### config.mk
export PLATFORM = sky130hd
export DESIGN_NAME = iq_fractional_resampler_core
export DESIGN_NICKNAME = d
export VERILOG_FILES = /design/src/rtl/iqfr_pkg.sv /design/src/rtl/iqfr_fifo.sv /design/src/rtl/iqfr_front.sv /design/src/rtl/iqfr_back.sv /design/src/rtl/iq_fractional_resampler_core.sv
export SDC_FILE = /design/constraint.sdc
export NUM_CORES = 2
export LEC_CHECK = 0
export ABC_AREA = 0
export BUFFER_PORTS_ARGS = -buffer_cell sky130_fd_sc_hd__buf_4
export CAP_MARGIN = 20
export CORE_ASPECT_RATIO = 2
export CORE_MARGIN = 4
export CORE_UTILIZATION = 40
export CTS_CLUSTER_DIAMETER = 100
export DETAILED_ROUTE_END_ITERATION = 12
export PLACE_DENSITY = 0.61
export SKIP_CTS_REPAIR_TIMING = 1
export SLEW_MARGIN = 15
export SYNTH_ARGS = -nofsm -noshare
export SYNTH_HDL_FRONTEND = slang
export SYNTH_SLANG_ARGS = --single-unit
### constraint.sdc
create_clock -name clk -period 10.4 [get_ports clk]
set_input_delay 1.04 -clock clk [delete_from_list [all_inputs] [get_ports clk]]
set_output_delay 1.04 -clock clk [all_outputs]
set_load 0.01 [all_outputs]
### src/rtl/iqfr_pkg.sv
// Shared constants, codes and types of the I/Q fractional resampler.
package iqfr_pkg;

  localparam int SAMPLE_BITS_DEF     = 16;
  localparam int PHASE_FRAC_BITS_DEF = 16;
  localparam int MAX_OUT_PER_IN_DEF  = 4;

  // Integer bits above the binary point of the phase accumulator and step.
  localparam int PHASE_INT_BITS = 3;

  // Entries of each decoupling queue.
  localparam int QUEUE_DEPTH = 2;

  // Configuration register indexes.
  localparam logic CFG_IDX_MODE = 1'b0;
  localparam logic CFG_IDX_STEP = 1'b1;

  // Interpolation mode codes.
  localparam logic MODE_NEAREST = 1'b0;
  localparam logic MODE_LINEAR  = 1'b1;

  typedef enum logic {
    ST_IDLE,
    ST_RUN
  } iqfr_state_t;

endpackage

### src/rtl/iqfr_fifo.sv
// Small register queue used between the front, the back and the result port.
module iqfr_fifo #(
  parameter int WIDTH = 8,
  parameter int DEPTH = 2
) (
  input  logic             clk,
  input  logic             rst_n,
  input  logic             push,
  input  logic [WIDTH-1:0] wdata,
  output logic             full,
  input  logic             pop,
  output logic [WIDTH-1:0] rdata,
  output logic             empty
);

  localparam int PW = (DEPTH > 1) ? $clog2(DEPTH) : 1;
  localparam int CW = $clog2(DEPTH + 1);
  localparam logic [PW-1:0] PTR_LAST = PW'(DEPTH - 1);
  localparam logic [CW-1:0] CNT_FULL = CW'(DEPTH);

  logic [WIDTH-1:0] mem_r [DEPTH];
  logic [PW-1:0]    wr_ptr_r, wr_ptr_nxt;
  logic [PW-1:0]    rd_ptr_r, rd_ptr_nxt;
  logic [CW-1:0]    cnt_r, cnt_nxt;
  logic             do_push, do_pop;

  assign full    = (cnt_r == CNT_FULL);
  assign empty   = (cnt_r == '0);
  assign rdata   = mem_r[rd_ptr_r];
  assign do_push = push && !full;
  assign do_pop  = pop && !empty;

  always_comb begin
    wr_ptr_nxt = wr_ptr_r;
    rd_ptr_nxt = rd_ptr_r;
    cnt_nxt    = cnt_r;
    if (do_push) begin
      wr_ptr_nxt = (wr_ptr_r == PTR_LAST) ? '0 : wr_ptr_r + 1'b1;
    end
    if (do_pop) begin
      rd_ptr_nxt = (rd_ptr_r == PTR_LAST) ? '0 : rd_ptr_r + 1'b1;
    end
    if (do_push && !do_pop) begin
      cnt_nxt = cnt_r + 1'b1;
    end else if (do_pop && !do_push) begin
      cnt_nxt = cnt_r - 1'b1;
    end
  end

  always_ff @(posedge clk) begin
    if (!rst_n) begin
      wr_ptr_r <= '0;
      rd_ptr_r <= '0;
      cnt_r    <= '0;
    end else begin
      wr_ptr_r <= wr_ptr_nxt;
      rd_ptr_r <= rd_ptr_nxt;
      cnt_r    <= cnt_nxt;
    end
  end

  always_ff @(posedge clk) begin
    if (do_push) begin
      mem_r[wr_ptr_r] <= wdata;
    end
  end

endmodule

### src/rtl/iqfr_front.sv
// Front end: accept samples, mark those that only load the history.
module iqfr_front #(
  parameter int SAMPLE_BITS = 16
) (
  input  logic                     clk,
  input  logic                     rst_n,
  input  logic                     in_push,
  input  logic [SAMPLE_BITS-1:0]   in_i,
  input  logic [SAMPLE_BITS-1:0]   in_q,
  input  logic                     in_block_start,
  output logic                     in_full,
  output logic                     mid_push,
  output logic [2*SAMPLE_BITS:0]   mid_data,
  input  logic                     mid_full
);

  import iqfr_pkg::*;

  logic have_prev_r, have_prev_nxt;
  logic store_only;

  // A block start, or the first sample after reset, only loads the history.
  assign store_only = in_block_start || !have_prev_r;
  assign in_full    = mid_full;
  assign mid_push   = in_push && !mid_full;
  assign mid_data   = {store_only, in_i, in_q};

  always_comb begin
    have_prev_nxt = have_prev_r;
    if (mid_push) begin
      have_prev_nxt = 1'b1;
    end
  end

  always_ff @(posedge clk) begin
    if (!rst_n) begin
      have_prev_r <= 1'b0;
    end else begin
      have_prev_r <= have_prev_nxt;
    end
  end

endmodule

### src/rtl/iqfr_back.sv
// Back end: phase accumulator loop and the interpolation datapath.
module iqfr_back #(
  parameter int SAMPLE_BITS     = 16,
  parameter int PHASE_FRAC_BITS = 16,
  parameter int MAX_OUT_PER_IN  = 4
) (
  input  logic                                              clk,
  input  logic                                              rst_n,
  input  logic                                              cfg_mode,
  input  logic [PHASE_FRAC_BITS+iqfr_pkg::PHASE_INT_BITS-1:0] cfg_step,
  input  logic                                              mid_empty,
  input  logic [2*SAMPLE_BITS:0]                            mid_data,
  output logic                                              mid_pop,
  input  logic                                              out_full,
  output logic                                              out_push,
  output logic [2*SAMPLE_BITS:0]                            out_data
);

  import iqfr_pkg::*;

  localparam int SB = SAMPLE_BITS;
  localparam int FB = PHASE_FRAC_BITS;
  localparam int PW = FB + PHASE_INT_BITS;
  localparam int CW = $clog2(MAX_OUT_PER_IN + 1);
  localparam logic [CW-1:0]      CNT_MAX = CW'(MAX_OUT_PER_IN);
  localparam logic [PW-1:0]      ONE_P   = {{(PHASE_INT_BITS-1){1'b0}}, 1'b1, {FB{1'b0}}};
  localparam logic [FB-1:0]      HALF_F  = {1'b1, {(FB-1){1'b0}}};
  localparam logic [SB+FB+1:0]   HALF_P  = {{(SB+2){1'b0}}, HALF_F};

  iqfr_state_t   state_r, state_nxt;
  logic [PW-1:0] phase_r, phase_nxt;
  logic [CW-1:0] cnt_r, cnt_nxt;
  logic [SB-1:0] prev_i_r, prev_i_nxt, prev_q_r, prev_q_nxt;
  logic [SB-1:0] cur_i_r, cur_i_nxt, cur_q_r, cur_q_nxt;
  logic          mid_store;
  logic [SB-1:0] mid_i, mid_q;
  logic          below_one;
  logic [PW-1:0] phase_sum;
  logic          is_last;
  logic [SB-1:0] res_i, res_q;

  function automatic logic [PW-1:0] wrap_phase(input logic [PW-1:0] p);
    logic [PW-1:0] r;
    r = '0;
    if (p[PW-1:FB] != '0) begin
      r = p - ONE_P;
    end
    return r;
  endfunction

  function automatic logic [SB-1:0] interp(input logic [SB-1:0] a, input logic [SB-1:0] b,
                                           input logic [FB-1:0] f, input logic mode);
    logic signed [SB:0]      diff;
    logic signed [SB+FB+1:0] prod;
    logic [SB+1:0]           delta;
    logic [SB+1:0]           sum;
    logic [SB-1:0]           r;
    diff  = $signed({b[SB-1], b}) - $signed({a[SB-1], a});
    prod  = diff * $signed({1'b0, f}) + $signed(HALF_P);
    // Floor of the rounded product: keep the bits above the fraction.
    delta = prod[SB+FB+1:FB];
    sum   = {{2{a[SB-1]}}, a} + delta;
    if (mode == MODE_LINEAR) begin
      r = sum[SB-1:0];
    end else begin
      r = (f <= HALF_F) ? a : b;
    end
    return r;
  endfunction

  assign mid_store = mid_data[2*SB];
  assign mid_i     = mid_data[2*SB-1:SB];
  assign mid_q     = mid_data[SB-1:0];
  assign below_one = (phase_r[PW-1:FB] == '0);
  assign phase_sum = phase_r + cfg_step;
  assign is_last   = (phase_sum[PW-1:FB] != '0) || ((cnt_r + 1'b1) == CNT_MAX);
  assign res_i     = interp(prev_i_r, cur_i_r, phase_r[FB-1:0], cfg_mode);
  assign res_q     = interp(prev_q_r, cur_q_r, phase_r[FB-1:0], cfg_mode);
  assign out_data  = {is_last, res_i, res_q};

  // Next state.
  always_comb begin
    state_nxt = state_r;
    case (state_r)
      ST_IDLE: begin
        if (!mid_empty && !mid_store) begin
          state_nxt = ST_RUN;
        end
      end
      ST_RUN: begin
        if (!below_one || (!out_full && is_last)) begin
          state_nxt = ST_IDLE;
        end
      end
      default: state_nxt = ST_IDLE;
    endcase
  end

  // Outputs and datapath updates.
  always_comb begin
    mid_pop    = 1'b0;
    out_push   = 1'b0;
    phase_nxt  = phase_r;
    cnt_nxt    = cnt_r;
    prev_i_nxt = prev_i_r;
    prev_q_nxt = prev_q_r;
    cur_i_nxt  = cur_i_r;
    cur_q_nxt  = cur_q_r;
    case (state_r)
      ST_IDLE: begin
        if (!mid_empty) begin
          mid_pop = 1'b1;
          if (mid_store) begin
            prev_i_nxt = mid_i;
            prev_q_nxt = mid_q;
            phase_nxt  = '0;
          end else begin
            cur_i_nxt = mid_i;
            cur_q_nxt = mid_q;
            cnt_nxt   = '0;
          end
        end
      end
      ST_RUN: begin
        if (!below_one) begin
          // Decimate: no output, drop one sample of phase.
          phase_nxt  = wrap_phase(phase_r);
          prev_i_nxt = cur_i_r;
          prev_q_nxt = cur_q_r;
        end else if (!out_full) begin
          out_push  = 1'b1;
          cnt_nxt   = cnt_r + 1'b1;
          phase_nxt = phase_sum;
          if (is_last) begin
            phase_nxt  = wrap_phase(phase_sum);
            prev_i_nxt = cur_i_r;
            prev_q_nxt = cur_q_r;
          end
        end
      end
      default: ;
    endcase
  end

  always_ff @(posedge clk) begin
    if (!rst_n) begin
      state_r  <= ST_IDLE;
      phase_r  <= '0;
      cnt_r    <= '0;
      prev_i_r <= '0;
      prev_q_r <= '0;
    end else begin
      state_r  <= state_nxt;
      phase_r  <= phase_nxt;
      cnt_r    <= cnt_nxt;
      prev_i_r <= prev_i_nxt;
      prev_q_r <= prev_q_nxt;
    end
  end

  always_ff @(posedge clk) begin
    cur_i_r <= cur_i_nxt;
    cur_q_r <= cur_q_nxt;
  end

  a_push_has_room: assert property (@(posedge clk) disable iff (!rst_n)
    out_push |-> !out_full)
    else $error("result pushed into a full queue");

  a_cap_held: assert property (@(posedge clk) disable iff (!rst_n)
    (state_r == ST_RUN) |-> (cnt_r < CNT_MAX))
    else $error("output count reached the cap while running");

  a_last_ends_run: assert property (@(posedge clk) disable iff (!rst_n)
    (out_push && is_last) |=> (state_r == ST_IDLE))
    else $error("run continued after its final output");

  a_no_pop_in_run: assert property (@(posedge clk) disable iff (!rst_n)
    (state_r == ST_RUN) |-> !mid_pop)
    else $error("sample taken while a run is in progress");

endmodule

### src/rtl/iq_fractional_resampler_core.sv
// Top level of the I/Q fractional resampler: config registers, front, queues, back.
//
//  channel  direction  handshake           payload
//  in_      sink       in_push / in_full   in_i, in_q, in_block_start
//  out_     source     out_pop / out_empty out_i, out_q, out_run_last
//  cfg_     sink       cfg_we              cfg_index, cfg_wdata
//
// A sample that starts a block makes no result.
// Any other sample makes n results (n from 1 up to MAX_OUT_PER_IN) or none at
// all. The phase loop emits one result per cycle, while the result queue has
// room, through one multiplier per lane.
// rst_n is synchronous: it empties both queues and clears phase and history.
// A full result queue stalls the back end; the sample queue keeps accepting
// until it too is full.
module iq_fractional_resampler_core #(
  parameter int SAMPLE_BITS     = iqfr_pkg::SAMPLE_BITS_DEF,
  parameter int PHASE_FRAC_BITS = iqfr_pkg::PHASE_FRAC_BITS_DEF,
  parameter int MAX_OUT_PER_IN  = iqfr_pkg::MAX_OUT_PER_IN_DEF
) (
  input  logic                                              clk,
  input  logic                                              rst_n,
  input  logic                                              cfg_we,
  input  logic                                              cfg_index,
  input  logic [PHASE_FRAC_BITS+iqfr_pkg::PHASE_INT_BITS-1:0] cfg_wdata,
  input  logic                                              in_push,
  output logic                                              in_full,
  input  logic [SAMPLE_BITS-1:0]                            in_i,
  input  logic [SAMPLE_BITS-1:0]                            in_q,
  input  logic                                              in_block_start,
  output logic                                              out_empty,
  input  logic                                              out_pop,
  output logic [SAMPLE_BITS-1:0]                            out_i,
  output logic [SAMPLE_BITS-1:0]                            out_q,
  output logic                                              out_run_last
);

  import iqfr_pkg::*;

  localparam int SB = SAMPLE_BITS;
  localparam int PW = PHASE_FRAC_BITS + PHASE_INT_BITS;
  // Step reset is 1.0: one output per input.
  localparam logic [PW-1:0] STEP_RESET = {{(PHASE_INT_BITS-1){1'b0}}, 1'b1,
                                          {PHASE_FRAC_BITS{1'b0}}};

  logic          mode_r, mode_nxt;
  logic [PW-1:0] step_r, step_nxt;

  logic          mid_push, mid_full, mid_pop, mid_empty;
  logic [2*SB:0] mid_wdata, mid_rdata;
  logic          res_push, res_full;
  logic [2*SB:0] res_wdata, res_rdata;

  // Configuration writes land directly; the user must make them only while the block is idle (not enforced).
  always_comb begin
    mode_nxt = mode_r;
    step_nxt = step_r;
    if (cfg_we) begin
      case (cfg_index)
        CFG_IDX_MODE: mode_nxt = cfg_wdata[0];
        CFG_IDX_STEP: step_nxt = cfg_wdata;
        default: ;
      endcase
    end
  end

  always_ff @(posedge clk) begin
    if (!rst_n) begin
      mode_r <= MODE_LINEAR;
      step_r <= STEP_RESET;
    end else begin
      mode_r <= mode_nxt;
      step_r <= step_nxt;
    end
  end

  // Front: classify each sample as history load or interpolation run.
  iqfr_front #(
    .SAMPLE_BITS(SAMPLE_BITS)
  ) u_front (
    .clk           (clk),
    .rst_n         (rst_n),
    .in_push       (in_push),
    .in_i          (in_i),
    .in_q          (in_q),
    .in_block_start(in_block_start),
    .in_full       (in_full),
    .mid_push      (mid_push),
    .mid_data      (mid_wdata),
    .mid_full      (mid_full)
  );

  // Decouple the front from the phase loop.
  iqfr_fifo #(
    .WIDTH(2*SB + 1),
    .DEPTH(QUEUE_DEPTH)
  ) u_mid_q (
    .clk  (clk),
    .rst_n(rst_n),
    .push (mid_push),
    .wdata(mid_wdata),
    .full (mid_full),
    .pop  (mid_pop),
    .rdata(mid_rdata),
    .empty(mid_empty)
  );

  // Back: walk the phase and interpolate one result per cycle while the result queue has room.
  iqfr_back #(
    .SAMPLE_BITS    (SAMPLE_BITS),
    .PHASE_FRAC_BITS(PHASE_FRAC_BITS),
    .MAX_OUT_PER_IN (MAX_OUT_PER_IN)
  ) u_back (
    .clk      (clk),
    .rst_n    (rst_n),
    .cfg_mode (mode_r),
    .cfg_step (step_r),
    .mid_empty(mid_empty),
    .mid_data (mid_rdata),
    .mid_pop  (mid_pop),
    .out_full (res_full),
    .out_push (res_push),
    .out_data (res_wdata)
  );

  // Result queue: holds finished transactions while the consumer stalls.
  iqfr_fifo #(
    .WIDTH(2*SB + 1),
    .DEPTH(QUEUE_DEPTH)
  ) u_res_q (
    .clk  (clk),
    .rst_n(rst_n),
    .push (res_push),
    .wdata(res_wdata),
    .full (res_full),
    .pop  (out_pop),
    .rdata(res_rdata),
    .empty(out_empty)
  );

  assign out_run_last = res_rdata[2*SB];
  assign out_i        = res_rdata[2*SB-1:SB];
  assign out_q        = res_rdata[SB-1:0];

endmodule
==> results by stage <==
Run status:
- The flow ran to the end, and the final reports show no timing, DRC or antenna violations.

Drt:
- In this run the remaining antenna-violating nets after routing total 0.
- The detailed-route vias per instance is between 5 and 6.
- Detailed routing inserted a total of ~24000 vias.
- The total iterations of the first detailed-routing run is 5.
- The total wire length is 90300 um.
- The DRC violation total after the first TritonRoute iteration is around 940.
- The routed length per placed instance is about 19 um.
- After detailed routing, the number of remaining DRC violations is 0.

Worst setup path:
- The number of buffers and inverters on the critical path is 8.
- Data on the critical path arrives at its endpoint at 10.39 ns.
- The largest single stage delay on the critical path is 0.53 ns.
- Among all stages on the critical path, the largest delay is contributed by sky130_fd_sc_hd__fa_1.
- The cell occurring most often along the worst timing path is sky130_fd_sc_hd__fa_1.
- The required time at the endpoint of the critical path is 10.79 ns.
- The kind of start point of the critical path is a register.
- The startpoint-to-endpoint class of the critical path is register to register.
- STA classifies the critical path endpoint as a register.
- In this design, the largest share of critical-path delay is due to adder cells.
- The top fanout value on the critical path is 15.

Synthesis:
- The number of storage elements in the synthesis netlist is 250.
- The synthesized area divided by synthesized cell count is around 9.7 um^2.
- In the synthesized netlist the dominant register cell turns out to be sky130_fd_sc_hd__edfxtp_1.
- Counting distinct cell types in the post-synthesis netlist gives 78.
- The cell area that synthesis handed to floorplanning was approximately 34000 um^2.
- The number of enable flip-flop cells after synthesis is 164.
- The number of nets in the synthesized netlist is about 4400.
- Synthesis produced around 3500 cells.
- The async set or reset register ratio after synthesis is 0.
- The Yosys step of the flow raised 0 warnings.
- For this run, the register share of the synthesized area comes to 0.195.

Timing:
- The final count of negative-setup-slack endpoints is 0.
- The max-slew headroom at the worst pin is 0.285.
- The max-slew violation count came to 0.
- The total count of hold-check failures in the final report is 0.
- The slew at the pin closest to its max-slew limit is between 1 and 1.5 ns.
- The highest attainable clock frequency is roughly 100 MHz.
- Dividing the final minimum period by the clock period gives 0.961.
- Clock skew on the completed layout was measured at ~0.036 ns.
- Hold timing on the final database bottoms out at a slack of 0.469 ns.
- The clock period could shrink to around 10 ns.

Power and ir drop:
- The power per unit of standard cell area is around 150 nW/um^2.
- IR analysis of the VDD net gives a maximum drop of between 0.00015 and 0.0002 V.
- The overall power consumption is between 5 and 6 mW.
- The static leakage is around 18 nW.

Clock network:
- The number of clock sinks is 250.
- The CTS tree is built.
- Clock tree synthesis selected as its root buffer the cell sky130_fd_sc_hd__clkbuf_16.
- Buffers inserted during clock tree synthesis total 22.
- The clock-pin slew reported for the worst setup and hold paths after clock tree synthesis is about 0.08 ns.
- The clock latency reported for the late side of the worst-skew pair is around 0.55 ns.
- In this run the number of H-tree levels came out at 1.
- The number of buffers on the longest clock path is 3.

Final layout:
- The final cell utilization of the core is 0.441.
- The repair_antennas step left the layout with diodes totalling 0.
- The area overhead of the layout relative to synthesis is 9.52%.
- The share of layout cells above drive strength 1 is 0.102.
- The net count of the finished layout is about 4500.
- The finished layout cell area is 37200 um^2.
- The finished layout holds between 4000 and 5000 standard cells, fillers aside.

Placement:
- At the end of routability-driven placement, the weighted congestion stood at about 0.92.
- Summing all placed instances gives a cell area of 36200 um^2.
- The number of input and output port buffers inserted is approximately 90.
- The sum of net half-perimeters after detailed placement is 75100 um.
- The number of cells after detailed placement is between 4000 and 5000.

Global routing:
- The total overflow left after global routing is 0.
- The number of global-route vias before repair came to 26300.
- The initial antenna violation count came to 0.
- The aggregate global-route resource usage is 0.204.
- The pin count of the biggest net entering global routing is 74.
- The first global-routing pass estimated approximately 140000 um of wire.

Floorplanning:
- The die covers ~90000 um^2.
- The vertical die dimension is between 400 and 500 um.
- The initialized floorplan defines ~150 standard-cell rows.
- The initial utilization of the core area, before any placement, comes to 0.403.
- The core region is ~84000 um^2.
- The die extent in x is between 200 and 250 um.
- The number of top-level pins is between 90 and 100.

Flow run:
- The max capacitance violation total is 0.

Hold path:
- The worst min-delay path category is register to register.
[logic make-up after synthesis]
group	after synthesis	synth area share
simple gates	941	0.143
flops	250	0.195
compound gates	345	0.0672
mux	140	0.0436
buf+inv	901	0.102
fa+ha+maj	813	0.418
xor+xnor	118	0.0314
[per-layer routing]
metal,vias to the layer above,GRT usage,share of wire
li1,11000,-,-
met1,12000,0.198,0.33
met2,576,0.408,0.56
met3,271,0.0129,0.027
met4,0,0.139,0.086
met5,-,0,0
[power breakdown]
group	switching [mW]	internal (mW)	leakage (nW)	total [mW]
combinational	2.08	1.14	15.7	3.22
sequential	0.120	1.28	2.22	1.40
clock	0.397	0.487	0.358	0.885
total	2.60	2.91	18.2	5.51
[synth_stat cells, types with 24 or more instances]
library cell | n | share of area
sky130_fd_sc_hd__xnor2_1 | 83 | 0.021
sky130_fd_sc_hd__o21ai_0 | 69 | 0.010
sky130_fd_sc_hd__fa_1 | 537 | 0.32
sky130_fd_sc_hd__a21o_1 | 24 | 0.0053
sky130_fd_sc_hd__dfxtp_1 | 86 | 0.051
sky130_fd_sc_hd__and2_1 | 321 | 0.059
sky130_fd_sc_hd__nand2b_1 | 34 | 0.0063
sky130_fd_sc_hd__mux2i_1 | 74 | 0.022
sky130_fd_sc_hd__ha_1 | 276 | 0.10
sky130_fd_sc_hd__inv_1 | 763 | 0.084
sky130_fd_sc_hd__a21boi_0 | 25 | 0.0055
sky130_fd_sc_hd__nand2_1 | 284 | 0.031
sky130_fd_sc_hd__nor2b_1 | 63 | 0.012
sky130_fd_sc_hd__nand3_1 | 32 | 0.0047
sky130_fd_sc_hd__a21oi_1 | 101 | 0.015
sky130_fd_sc_hd__nor2_1 | 109 | 0.012
sky130_fd_sc_hd__xor2_1 | 32 | 0.0082
sky130_fd_sc_hd__mux2_2 | 66 | 0.022
sky130_fd_sc_hd__edfxtp_1 | 164 | 0.14
sky130_fd_sc_hd__clkbuf_1 | 120 | 0.013
sky130_fd_sc_hd__nor3_1 | 36 | 0.0053
[through the flow]
stage / TNS [ns] / setup slack (ns)
after global routing: -0.0780 / -0.0246
after global placement: -0.181 / -0.0906
after floorplan: 0 / 0.746
final: 0 / 0.407
after CTS: -0.465 / -0.223
after detailed placement: -0.308 / -0.154
[final timing paths]
kind	startpoint	endpoint	slack [ns]	depth (start not counted)
max reg2reg	u_back.cur_q_r[0]	u_res_q.mem_r[1][15]	0.41	44
min reg2reg	u_front.have_prev_r	u_front.have_prev_r	0.47	1
max	u_back.cur_q_r[0]	u_res_q.mem_r[1][15]	0.41	44
min	u_front.have_prev_r	u_front.have_prev_r	0.47	1
[cell usage in the layout, fill, tap and decap left out, types with 22 or more instances in the layout]
cell,synthesis,layout
sky130_fd_sc_hd__inv_1,763,763
sky130_fd_sc_hd__fa_1,537,537
sky130_fd_sc_hd__and2_1,321,319
sky130_fd_sc_hd__nand2_1,284,284
sky130_fd_sc_hd__ha_1,276,274
sky130_fd_sc_hd__buf_4,1,187
sky130_fd_sc_hd__edfxtp_1,164,164
sky130_fd_sc_hd__nor2_1,109,109
sky130_fd_sc_hd__a21oi_1,101,91
sky130_fd_sc_hd__dfxtp_1,86,82
sky130_fd_sc_hd__xnor2_1,83,80
sky130_fd_sc_hd__mux2i_1,74,74
sky130_fd_sc_hd__mux2_2,66,66
sky130_fd_sc_hd__o21ai_0,69,61
sky130_fd_sc_hd__nor2b_1,63,60
sky130_fd_sc_hd__nand2b_1,34,34
sky130_fd_sc_hd__nor3_1,36,32
sky130_fd_sc_hd__nand3_1,32,32
sky130_fd_sc_hd__xor2_1,32,32
sky130_fd_sc_hd__a21o_1,24,24
sky130_fd_sc_hd__a21boi_0,25,24
sky130_fd_sc_hd__clkbuf_16,0,23
sky130_fd_sc_hd__o21a_1,23,22
[worst reg2reg max path: cells and delay by family (launching register included)]
family,cells,cell delay (ns)
compound gates,14,2.73
simple gates,10,1.41
buf+inv,8,0.92
xor+xnor,2,0.42
fa+ha+maj,10,3.97
flops,1,0.42
[final cells by class]
cell class	count	area (um^2)
fill	8031	47200
multi-input combinational	2357	24200
sequential	250	6650
inverter	764	2870
timing repair buffer	190	1450
tap	1071	1340
clock buffer	25	583
clock inverter	15	190
[registers in the layout, summed over array words and instances, names as in the netlist, 16 cells and up, named ones only]
name	cells
u_back.cur_q_r	16
u_back.prev_q_r	16
u_back.prev_i_r	16
u_back.cur_i_r	16
u_mid_q.mem_r	66
u_back.phase_r	19
u_res_q.mem_r	66
step_r	19
Note: power is estimated with default switching activity, not from simulation.
